==> config.mk <==
export PLATFORM = sky130hd
export DESIGN_NAME = least_load_two_queue_dispatcher
export DESIGN_NICKNAME = d
export VERILOG_FILES = /design/src/rtl/core/lld_pkg.sv /design/src/rtl/core/lld_cell.sv /design/src/rtl/core/lld_queue.sv /design/src/rtl/core/least_load_two_queue_dispatcher.sv
export SDC_FILE = /design/constraint.sdc
export NUM_CORES = 2
export LEC_CHECK = 0
export BUFFER_PORTS_ARGS = -buffer_cell sky130_fd_sc_hd__buf_2
export CAP_MARGIN = 15
export CORE_MARGIN = 4
export CORE_UTILIZATION = 33
export CTS_BUF_LIST = sky130_fd_sc_hd__clkbuf_8
export CTS_CLUSTER_DIAMETER = 40
export CTS_CLUSTER_SIZE = 10
export DETAILED_ROUTE_END_ITERATION = 16
export HOLD_SLACK_MARGIN = 0.08
export PLACE_DENSITY = 0.52
export SLEW_MARGIN = 40
export SYNTH_ARGS = -nofsm -noshare
export SYNTH_HDL_FRONTEND = slang
export SYNTH_SLANG_ARGS = --single-unit
==> constraint.sdc <==
create_clock -name i_clk -period 10.9 [get_ports i_clk]
set_input_delay 1.09 -clock i_clk [delete_from_list [all_inputs] [get_ports i_clk]]
set_output_delay 1.09 -clock i_clk [all_outputs]
set_load 0.005 [all_outputs]
==> src/rtl/core/lld_pkg.sv <==
package lld_pkg;

    // result status codes
    typedef enum logic [2:0] {
        ST_QUEUED_A    = 3'd0,
        ST_QUEUED_B    = 3'd1,
        ST_POPPED      = 3'd2,
        ST_NOTHING     = 3'd3,
        ST_UNSUPPORTED = 3'd4,
        ST_FULL        = 3'd5
    } t_status;

    localparam logic FUNC_PUSH = 1'b0;
    localparam logic FUNC_POP  = 1'b1;

    localparam logic [1:0] CLASS_A = 2'd0;
    localparam logic [1:0] CLASS_B = 2'd1;

    // queue commands from the dispatcher
    typedef struct packed {
        logic push;
        logic pop;
    } t_q_ctrl;

    // queue status back to the dispatcher
    typedef struct packed {
        logic full;
        logic empty;
        logic pending_next;
    } t_q_stat;

endpackage

==> src/rtl/core/lld_cell.sv <==
module lld_cell #(
    parameter int DW = 40
) (
    input  logic          i_clk,
    input  logic          i_load,
    input  logic [DW-1:0] i_load_data,
    input  logic          i_shift,
    input  logic [DW-1:0] i_next_data,
    output logic [DW-1:0] o_data
);

    logic [DW-1:0] r_data;

    // load on push at the fill position, else take the neighbor's entry on pop
    always_ff @(posedge i_clk) begin
        if (i_load) begin
            r_data <= i_load_data;
        end else if (i_shift) begin
            r_data <= i_next_data;
        end
    end

    assign o_data = r_data;

endmodule

==> src/rtl/core/lld_queue.sv <==
module lld_queue
    import lld_pkg::*;
#(
    parameter int DEPTH = 16,
    parameter int CW    = 16,
    parameter int MW    = 8,
    parameter int TAGW  = 16,
    parameter int TW    = CW + $clog2(DEPTH + 1)
) (
    input  logic            i_clk,
    input  logic            i_rst_n,
    input  t_q_ctrl         i_ctrl,
    input  logic [CW-1:0]   i_cost,
    input  logic [MW-1:0]   i_ids,
    input  logic [TAGW-1:0] i_tag,
    output logic [MW-1:0]   o_head_ids,
    output logic [TAGW-1:0] o_head_tag,
    output logic [TW-1:0]   o_total,
    output t_q_stat         o_stat
);

    localparam int NW = $clog2(DEPTH + 1);
    localparam int DW = CW + MW + TAGW;

    logic [NW-1:0] r_count;
    logic [NW-1:0] n_count;
    logic [TW-1:0] r_total;
    logic [TW-1:0] n_total;
    logic          w_full;
    logic          w_empty;
    logic          w_do_push;
    logic          w_do_pop;
    logic [DW-1:0] w_push_data;
    logic [CW-1:0] w_head_cost;
    logic [DW-1:0] w_cell_q [DEPTH];

    assign w_full      = (r_count == NW'(DEPTH));
    assign w_empty     = (r_count == '0);
    assign w_do_push   = i_ctrl.push && !w_full;
    assign w_do_pop    = i_ctrl.pop && !w_empty;
    assign w_push_data = {i_cost, i_ids, i_tag};

    // head lives in cell 0; pops shift the whole row toward it
    for (genvar g = 0; g < DEPTH; g++) begin : g_cell
        logic [DW-1:0] w_next;
        if (g == DEPTH - 1) begin : g_last
            assign w_next = '0;
        end else begin : g_mid
            assign w_next = w_cell_q[g+1];
        end
        lld_cell #(
            .DW(DW)
        ) u_cell (
            .i_clk       (i_clk),
            .i_load      (w_do_push && (r_count == NW'(g))),
            .i_load_data (w_push_data),
            .i_shift     (w_do_pop),
            .i_next_data (w_next),
            .o_data      (w_cell_q[g])
        );
    end

    always_comb begin
        n_count = r_count;
        n_total = r_total;
        if (w_do_push) begin
            n_count = r_count + 1'b1;
            n_total = r_total + TW'(i_cost);
        end else if (w_do_pop) begin
            n_count = r_count - 1'b1;
            n_total = r_total - TW'(w_head_cost);
        end
    end

    always_ff @(posedge i_clk) begin
        if (!i_rst_n) begin
            r_count <= '0;
            r_total <= '0;
        end else begin
            r_count <= n_count;
            r_total <= n_total;
        end
    end

    assign {w_head_cost, o_head_ids, o_head_tag} = w_cell_q[0];
    assign o_total             = r_total;
    assign o_stat.full         = w_full;
    assign o_stat.empty        = w_empty;
    assign o_stat.pending_next = (n_count != '0);

`ifndef SYNTHESIS
    a_count_range: assert property (@(posedge i_clk) disable iff (!i_rst_n)
        r_count <= NW'(DEPTH))
        else $error("queue count above depth");
    a_empty_total: assert property (@(posedge i_clk) disable iff (!i_rst_n)
        (r_count == '0) |-> (r_total == '0))
        else $error("empty queue with nonzero load");
    a_push_count: assert property (@(posedge i_clk) disable iff (!i_rst_n)
        w_do_push |=> (r_count == $past(r_count) + 1'b1))
        else $error("push did not advance count");
`endif

endmodule

==> src/rtl/core/least_load_two_queue_dispatcher.sv <==
// Two-class least-load dispatcher. Each start transfer is a push (i_func = 0) or a
// pop (i_func = 1) and yields exactly one result, shown on o_status/o_out_tag/
// o_work_pending for one cycle with o_done high, in the cycle right after the
// transfer. The block takes one item per clock: busy is never raised; the two
// running load totals and each queue's fill count and head cell are all that
// an item needs, so the next item sees the updated state on the following edge.
// Since the receiver cannot stall, it must sample o_done every cycle.
// Each queue is a row of QUEUE_DEPTH cells with the head in cell 0; a push
// writes the cell at the fill count, a pop shifts every cell one place toward
// the head. A push that both classes accept goes to class A only when
// load_a + cost_a < load_b + cost_b, else to class B; a push into a full queue
// is dropped with status full, a push that no class accepts gets unsupported.
// A pop returns the head tag only if the named queue holds a task and the
// head's id mask has the popping id; otherwise status nothing and tag zero.
module least_load_two_queue_dispatcher
    import lld_pkg::*;
#(
    parameter int QUEUE_DEPTH = 16,
    parameter int DEVICE_IDS  = 8,
    parameter int COST_BITS   = 16
) (
    input  logic        i_clk,
    input  logic        i_rst_n,
    input  logic        start,
    output logic        busy,
    input  logic        i_func,
    input  logic [15:0] i_cost_a,
    input  logic [15:0] i_cost_b,
    input  logic        i_runs_on_a,
    input  logic        i_runs_on_b,
    input  logic [7:0]  i_allowed_ids,
    input  logic [15:0] i_task_tag,
    input  logic [1:0]  i_pop_class,
    input  logic [2:0]  i_pop_id,
    output logic        o_done,
    output logic [2:0]  o_status,
    output logic [15:0] o_out_tag,
    output logic        o_work_pending
);

    // costs arrive on 16-bit ports, so only the low bits up to 16 count
    localparam int CW   = (COST_BITS < 16) ? COST_BITS : 16;
    // id mask bits beyond eight can never match a 3-bit id
    localparam int MW   = (DEVICE_IDS < 8) ? DEVICE_IDS : 8;
    localparam int TAGW = 16;
    localparam int TW   = CW + $clog2(QUEUE_DEPTH + 1);

    logic            w_take;
    t_q_ctrl         w_ctrl_a;
    t_q_ctrl         w_ctrl_b;
    t_q_stat         w_stat_a;
    t_q_stat         w_stat_b;
    logic [CW-1:0]   w_cost_a;
    logic [CW-1:0]   w_cost_b;
    logic [MW-1:0]   w_ids;
    logic [MW-1:0]   w_head_ids_a;
    logic [MW-1:0]   w_head_ids_b;
    logic [TAGW-1:0] w_head_tag_a;
    logic [TAGW-1:0] w_head_tag_b;
    logic [TW-1:0]   w_total_a;
    logic [TW-1:0]   w_total_b;
    logic [TW:0]     w_sum_a;
    logic [TW:0]     w_sum_b;
    logic [7:0]      w_mask_a;
    logic [7:0]      w_mask_b;
    logic            w_to_a;

    t_status         n_status;
    logic [15:0]     n_tag;
    logic            r_done;
    t_status         r_status;
    logic [15:0]     r_tag;
    logic            r_pending;

    assign busy   = 1'b0;
    assign w_take = start && !busy;

    assign w_cost_a = i_cost_a[CW-1:0];
    assign w_cost_b = i_cost_b[CW-1:0];
    assign w_ids    = i_allowed_ids[MW-1:0];

    // least-load choice on the running totals
    assign w_sum_a = (TW+1)'(w_total_a) + (TW+1)'(w_cost_a);
    assign w_sum_b = (TW+1)'(w_total_b) + (TW+1)'(w_cost_b);
    assign w_to_a  = (i_runs_on_a && i_runs_on_b) ? (w_sum_a < w_sum_b) : i_runs_on_a;

    assign w_mask_a = 8'(w_head_ids_a);
    assign w_mask_b = 8'(w_head_ids_b);

    always_comb begin
        w_ctrl_a = '0;
        w_ctrl_b = '0;
        n_status = ST_NOTHING;
        n_tag    = '0;
        if (i_func == FUNC_PUSH) begin
            if (!i_runs_on_a && !i_runs_on_b) begin
                n_status = ST_UNSUPPORTED;
            end else if (w_to_a) begin
                n_status      = w_stat_a.full ? ST_FULL : ST_QUEUED_A;
                w_ctrl_a.push = w_take && !w_stat_a.full;
            end else begin
                n_status      = w_stat_b.full ? ST_FULL : ST_QUEUED_B;
                w_ctrl_b.push = w_take && !w_stat_b.full;
            end
        end else begin
            case (i_pop_class)
                CLASS_A: begin
                    if (!w_stat_a.empty && w_mask_a[i_pop_id]) begin
                        n_status     = ST_POPPED;
                        n_tag        = w_head_tag_a;
                        w_ctrl_a.pop = w_take;
                    end
                end
                CLASS_B: begin
                    if (!w_stat_b.empty && w_mask_b[i_pop_id]) begin
                        n_status     = ST_POPPED;
                        n_tag        = w_head_tag_b;
                        w_ctrl_b.pop = w_take;
                    end
                end
                default: begin
                    n_status = ST_NOTHING;
                end
            endcase
        end
    end

    lld_queue #(
        .DEPTH (QUEUE_DEPTH),
        .CW    (CW),
        .MW    (MW),
        .TAGW  (TAGW),
        .TW    (TW)
    ) u_queue_a (
        .i_clk       (i_clk),
        .i_rst_n     (i_rst_n),
        .i_ctrl      (w_ctrl_a),
        .i_cost      (w_cost_a),
        .i_ids       (w_ids),
        .i_tag       (i_task_tag),
        .o_head_ids  (w_head_ids_a),
        .o_head_tag  (w_head_tag_a),
        .o_total     (w_total_a),
        .o_stat      (w_stat_a)
    );

    lld_queue #(
        .DEPTH (QUEUE_DEPTH),
        .CW    (CW),
        .MW    (MW),
        .TAGW  (TAGW),
        .TW    (TW)
    ) u_queue_b (
        .i_clk       (i_clk),
        .i_rst_n     (i_rst_n),
        .i_ctrl      (w_ctrl_b),
        .i_cost      (w_cost_b),
        .i_ids       (w_ids),
        .i_tag       (i_task_tag),
        .o_head_ids  (w_head_ids_b),
        .o_head_tag  (w_head_tag_b),
        .o_total     (w_total_b),
        .o_stat      (w_stat_b)
    );

    // result strobe
    always_ff @(posedge i_clk) begin
        if (!i_rst_n) begin
            r_done <= 1'b0;
        end else begin
            r_done <= w_take;
        end
    end

    // result payload, captured with the transfer
    always_ff @(posedge i_clk) begin
        if (w_take) begin
            r_status  <= n_status;
            r_tag     <= n_tag;
            r_pending <= w_stat_a.pending_next || w_stat_b.pending_next;
        end
    end

    assign o_done         = r_done;
    assign o_status       = r_status;
    assign o_out_tag      = r_tag;
    assign o_work_pending = r_pending;

`ifndef SYNTHESIS
    a_one_result: assert property (@(posedge i_clk) disable iff (!i_rst_n)
        (start && !busy) |=> o_done)
        else $error("transfer without result");
    a_tag_zero: assert property (@(posedge i_clk) disable iff (!i_rst_n)
        (o_done && (o_status != ST_POPPED)) |-> (o_out_tag == '0))
        else $error("tag set on non-pop result");
    a_queued_pending: assert property (@(posedge i_clk) disable iff (!i_rst_n)
        (o_done && ((o_status == ST_QUEUED_A) || (o_status == ST_QUEUED_B)
                    || (o_status == ST_FULL))) |-> o_work_pending)
        else $error("queued task but no work pending");
    a_single_push: assert property (@(posedge i_clk) disable iff (!i_rst_n)
        !(w_ctrl_a.push && w_ctrl_b.push) && !(w_ctrl_a.pop && w_ctrl_b.pop))
        else $error("both queues commanded at once");
`endif

endmodule
# Word level (Yosys, flattened, before mapping)

Cells that the tools add are included.

Multiplexer cells: 100
Reduce and logical (&&, ||, !) cells: 88
Order comparisons: 2
Add/subtract/negate cells: 10
Equal/unequal tests: 33

Operator list:

| cell                                                | number |
|---|---|
| two-way mux 40 bit                                  | 64 |
| two-way mux 21 bit                                  | 4 |
| equality test 5 x 4 -> 1 bit, second input constant | 16 |
| nonzero test 2 bit                                  | 34 |
| adder 21 x 16 -> 22 bit                             | 2 |
| adder 21 x 16 -> 21 bit                             | 2 |
| logical AND 1 bit                                   | 42 |
| subtractor 21 x 16 -> 21 bit                        | 2 |
| equality test 5 x 3 -> 1 bit, second input constant | 8 |
| two-way mux 16 bit                                  | 2 |
| case mux 16 bit (2 select lines)                    | 1 |
| < comparator 22 bit                                 | 1 |
| equality test 5 x 2 -> 1 bit, second input constant | 4 |
| two-way mux 5 bit                                   | 4 |
| two-way mux 1 bit                                   | 17 |
| two-way mux 3 bit                                   | 5 |
| adder 5 x 1 -> 5 bit, second input constant         | 2 |
| equality test 5 x 1 -> 1 bit, second input constant | 2 |
| equality test 5 bit, second input constant          | 2 |
| zero test 5 bit                                     | 2 |
| nonzero test 5 bit                                  | 2 |
| subtractor 5 x 1 -> 5 bit, second input constant    | 2 |
| binary-select mux 1 bit (select 3 bit)              | 2 |
| zero test 1 bit                                     | 6 |
| other kinds (5)                                     | 5 |

Input port bits: 67
Flip-flop bits (word level): 1353
Word-level logic and storage cells: 273
Output and inout bits: 22

# Logic depth before layout (Yosys ltp)

Depth after elaboration: 11
Depth in mapped cells: 34
Gate-level depth less buffers: 31

# By module

A second synthesis with hierarchy kept.

Cell total of the unflattened synthesis: 3923
Area total of the unflattened synthesis: 69681.8 um^2

Modules (own cells, without submodules):

| module                          | cells each | area each (um^2) | instances | seq. area each (um^2) |
|---|---|---|---|---|
| lld_cell                        | 86         | 1895.6           | 32        | 1201.2 |
| least_load_two_queue_dispatcher | 379        | 3387.0           | 1         | 620.6 |
| lld_queue at u_queue_a          | 418        | 2944.1           | 1         | 520.5 |
| lld_queue at u_queue_b          | 374        | 2692.6           | 1         | 520.5 |

# Worst setup path before layout

Ideal clock, no wire load.

Path type: input to register
Start point: input i_cost_b[0]
End point: register u_queue_a.g_cell[15].u_cell.r_data[0] (enable)
Arrival time: 7.676 ns
Data required time: 10.407 ns
Stages on the path: 20
Path slack: 2.731 ns
Setup time: 0.493 ns
Buffers on the path: 2
Cells stage by stage: ha_1 > fa_1 > a21o_1 > a21oi_1 > nand2b_1 > a21oi_1 > a211oi_1 > o311ai_0 > a21oi_1 > and3b_1 > xnor2_1 > ha_1 > a21oi_1 > nand2_1 > a221oi_2 > o211a_1 > a21oi_4 > buf_2 > buf_1 > o21ai_0

Longest elaborated chain between the ends: 9

RTL lines:

| item                         | RTL line                              | source |
|---|---|---|
| from (decl)                  | least_load_two_queue_dispatcher.sv:28 | `input logic [15:0] i_cost_b,` |
| adder 21 x 16 -> 22 bit      | least_load_two_queue_dispatcher.sv:84 | `assign w_sum_b = (TW+1)'(w_total_b) + (TW+1)'(w_cost_b);` |
| < comparator 22 bit          | least_load_two_queue_dispatcher.sv:85 | `assign w_to_a = (i_runs_on_a && i_runs_on_b) ? (w_sum_a < w_sum_b) : i_runs_on_a;` |
| two-way mux 1 bit            | least_load_two_queue_dispatcher.sv:85 |  |
| two-way mux 1 bit            | least_load_two_queue_dispatcher.sv:98 | `end else if (w_to_a) begin` |
| two-way mux 1 bit            | least_load_two_queue_dispatcher.sv:96 | `if (!i_runs_on_a && !i_runs_on_b) begin` |
| two-way mux 1 bit            | least_load_two_queue_dispatcher.sv:95 | `if (i_func == FUNC_PUSH) begin` |
| logical AND 1 bit            | lld_queue.sv:39                       | `assign w_do_push = i_ctrl.push && !w_full;` |
| logical AND 1 bit            | lld_queue.sv:55                       | `.i_load (w_do_push && (r_count == NW'(g))),` |
| nonzero test 2 bit (no line) | -                                     |  |
| to (signal assigned)         | lld_cell.sv:17                        | `r_data <= i_load_data;` |
| to (signal assigned)         | lld_cell.sv:19                        | `r_data <= i_next_data;` |
| to (decl)                    | lld_cell.sv:12                        | `logic [DW-1:0] r_data;` |

No other way between the ends.
A chain may end at the register's enable or synchronous reset.

# Worst setup path in the final report

Start point: input i_cost_b[0]
End point: register u_queue_a.r_total[20], in the netlist u_queue_a.o_total[20]

Longest elaborated chain between the ends: 8
Elaborated cells between the ends (all ways): 9
Classes of those cells: add/sub: 1; order compare: 1; mux: 5; reduce/logical: 2

RTL lines:

| item                                                            | RTL line                              | source |
|---|---|---|
| adder 21 x 16 -> 22 bit (*)                                     | least_load_two_queue_dispatcher.sv:84 |  |
| < comparator 22 bit (*)                                         | least_load_two_queue_dispatcher.sv:85 |  |
| two-way mux 1 bit (*)                                           | least_load_two_queue_dispatcher.sv:85 |  |
| two-way mux 1 bit (*)                                           | least_load_two_queue_dispatcher.sv:98 |  |
| two-way mux 1 bit (*)                                           | least_load_two_queue_dispatcher.sv:96 |  |
| two-way mux 1 bit (*)                                           | least_load_two_queue_dispatcher.sv:95 |  |
| logical AND 1 bit (*)                                           | lld_queue.sv:39                       |  |
| two-way mux 21 bit / nonzero test 2 bit (equally long branches) | -                                     |  |
| to (signal assigned)                                            | lld_queue.sv:81                       | `r_total <= n_total;` |
| to (decl)                                                       | lld_queue.sv:27                       | `logic [TW-1:0] r_total;` |

Every way passes the cells marked *; elsewhere a longest branch is shown, timed or not.

==> results.md <==
- Clock transition at the registers of the reported paths: ~0.060 ns
- Outcome: finished, final reports clean
- # port buffers: between 80 and 90
- Vias after detailed routing: 33000
- Critical Path AT: roughly 9 ns
- Headroom to the max-slew limit: 0.442
- Dpl ws: roughly 1.8 ns
- Max IR drop VDD: roughly 0.00011 V
- Via-per-instance ratio: slightly below 5
- Hold crit path type: reg -> reg
- Layout filler cell count: around 17000
- Clock root cell: clkbuf_8
- Power Dens Cells: roughly 180 nW/um2
- Final Instance Area: about 70000 um2
- Fin nets: about 4200
- CTS Hold Bufs: 0
- M1 WL: around 63 mm
- Core Footprint: between 150000 and 200000 um2
- Hold Fails Final Rpt: 0
- Wire length on met3: slightly below 6 mm
- Slowest CP cell: or4_4
- Register area: 40100 um2
- Fraction of layout cells with a size suffix above 1: 0.415
- Die X: about 440 um
- Max Fanout on Critical Path: 44
- WP data required: between 10 and 15 ns
- Total Wirelength: about 140 mm
- Slew @ Worst Pin: about 0.84 ns
- Total of max-cap violations: 0
- Setup crit end kind: register
- LEAKAGE: around 24 nW
- Die span in y: 442 um
- Yosys warns: 0
- Top FF cell, synth: edfxtp_1
- Num rows: approximately 160
- Min Tclk post-route: 8.17 ns
- Final setup viols: 0
- Post-CTS Setup Bufs: 0
- Sequential share of the synthesized area: 0.646
- Final setup margin: ~2.7 ns
- Asr flop ratio synth: 0
- First-pass GRT wire length: between 200 and 250 mm
- Syn_nets: approximately 4100
- Commonest non-fill, non-tap cells in the layout: 1300 x edfxtp_1, 1130 x mux2_2, 223 x clkbuf_8
- Resize count post-CTS: 0
- Largest net degree at the start of global routing: between 60 and 70
- H-tree Lvls: 4
- GRT Total Usage: 0.145
- Antenna viol nets, final: 0
- Skew-Pair Late Insertion Delay: approximately 0.96 ns
- Met2 Routed Length: 70.3 mm
- RSZ-0062 raised after global routing: false
- Slowest stage delay, CP: around 0.55 ns
- Total power: ~12 mW
- CTS Buffer Depth: 3
- Fin crit share: 0.749
- Post-synth EDFFs: 1300
- Wire per inst: roughly 22 um
- Min Hold Slack: 0.483 ns
- DRT iter0 DRCs: 1864
- Mean Syn Cell Area: about 16 um2
- Placed Cells: around 6300
- Clk sinks: about 1400
- Setup TNS: 0 ns
- Total gr overflow: 0
- HPWL after DPL: ~86 mm
- Syn-to-layout area delta: 12.9%
- Post-synthesis register bit count: around 1400
- Initial antenna violation count: 14
- Initial core utilization: 0.334
- CP dominant cell by count: a21oi_1
- Drt pass-1 iters: 5
- Synth unique cells: 86
- Area post-placement: about 65000 um2
- Top routing layer in use: met4
- Commonest non-fill, non-tap cell in the layout: edfxtp_1
- Area occupied by multi-input gates: ~21000 um2
- Cts bufs inserted: ~220
- Cell Count, Final, Fillers Out: 6665
- Vias in the first global route: around 35000
- Post-Syn Area: around 62000 um2
- Max Slew Vio Count: 0
- CP Launch Type: primary input
- Die area: 195000 um2
- Kind of critical path: in -> reg
- CTS tree: built
- Finished Core Util: 0.377
- Worst Skew: approximately 0.055 ns
- Routability cong.: ~0.77
- Number of top-level pins: a little under 90
- Max Clk Rate: approximately 120 MHz
- # DRC: 0
- Mapped Cells: between 3000 and 4000
[cells in the mapped netlist (all sizes together), types with 4 or more instances]
master,count,share of area
a211o,5,0.00070
nand4,13,0.0016
ha,107,0.022
nand3,41,0.0039
nor3,22,0.0018
or3,12,0.0013
fa,4,0.0013
and3,58,0.0058
buf,144,0.012
nor4,9,0.0011
o211ai,4,0.00048
dfxtp,53,0.017
clkbuf,142,0.0086
o21a,4,0.00048
mux4,4,0.0016
xor2,46,0.0065
nor2,90,0.0056
a41oi,4,0.00068
nand4b,7,0.0014
and2,52,0.0053
a21o,27,0.0033
o21ai,51,0.0041
o31a,8,0.0011
inv,42,0.0025
mux2,1206,0.22
edfxtp,1300,0.63
o21bai,10,0.0012
nand2,151,0.0091
o31ai,5,0.00060
a22oi,18,0.0022
nor2b,13,0.0013
or4,9,0.0012
a21oi,110,0.0092
a211oi,11,0.0013
xnor2,53,0.0075
nand2b,24,0.0024
[path summary, 6_finish.rpt]
check | endpoint | slack, ns | depth (start not counted) | startpoint
worst max-delay path | u_queue_a.o_total[20] | 2.73 | 30 | i_cost_b[0]
worst min-delay path | u_queue_a.o_total[0] | 0.48 | 2 | u_queue_a.o_total[0]
worst max register to register | u_queue_a.o_total[20] | 2.83 | 29 | u_queue_b.o_total[0]
worst min register to register | u_queue_a.o_total[0] | 0.48 | 2 | u_queue_a.o_total[0]
[cell type report]
cell class / instances / area share
inverters: 42 / 0.00225
flip-flops and latches: 1353 / 0.572
clock buffers: 223 / 0.0438
multi-input cells: 2222 / 0.296
diodes: 9 / 0.000321
repair buffers: 158 / 0.0142
well taps: 2480 / 0.0442
clock inverters: 178 / 0.0273
[where the power goes]
group	switching [mW]	leakage [nW]	internal (mW)
Combinational	0.875	9.36	0.548
Clock	2.22	2.55	2.79
Sequential	0.108	12.4	5.85
[state kept, by name, summed over array words and instances, names as in the netlist]
name	flops
u_queue_a.g_cell.u_cell.o_data	640
u_queue_b.g_cell.u_cell.o_data	640
u_queue_a.o_total	21
u_queue_b.o_total	21
o_out_tag	16
u_queue_a.r_count	5
u_queue_b.r_count	5
o_status	3
o_done	1
o_work_pending	1
[metal layers]
layer,up-vias,global-route usage
met5,-,0
met4,0,0.0462
met3,268,0.0254
li1,15200,-
met1,16900,0.189
met2,604,0.247
[critical path: cells and delay by family]
family	cells	cell delay, ns
xor gates and xnor gates	2	0.22
adders and majority gates	4	1.44
buffers and inverters	2	0.63
muxes	1	0.42
and+or+nand+nor	8	2.19
AOI/OAI and AO/OA	13	3.03
[cells by family (layout without fill, tap and decap cells)]
| family | count (synthesis) | after routing | synth area share |
|---|---|---|---|
| fa+ha+maj | 111 | 111 | 0.0228 |
| compound gates | 280 | 280 | 0.0290 |
| other cells | 1 | 10 | 0.0000604 |
| flops | 1353 | 1353 | 0.646 |
| buf+inv | 328 | 601 | 0.0236 |
| xor+xnor | 99 | 99 | 0.0140 |
| mux | 1213 | 1213 | 0.221 |
| simple gates | 518 | 518 | 0.0443 |
No activity file was read; power rests on OpenSTA's default activity.
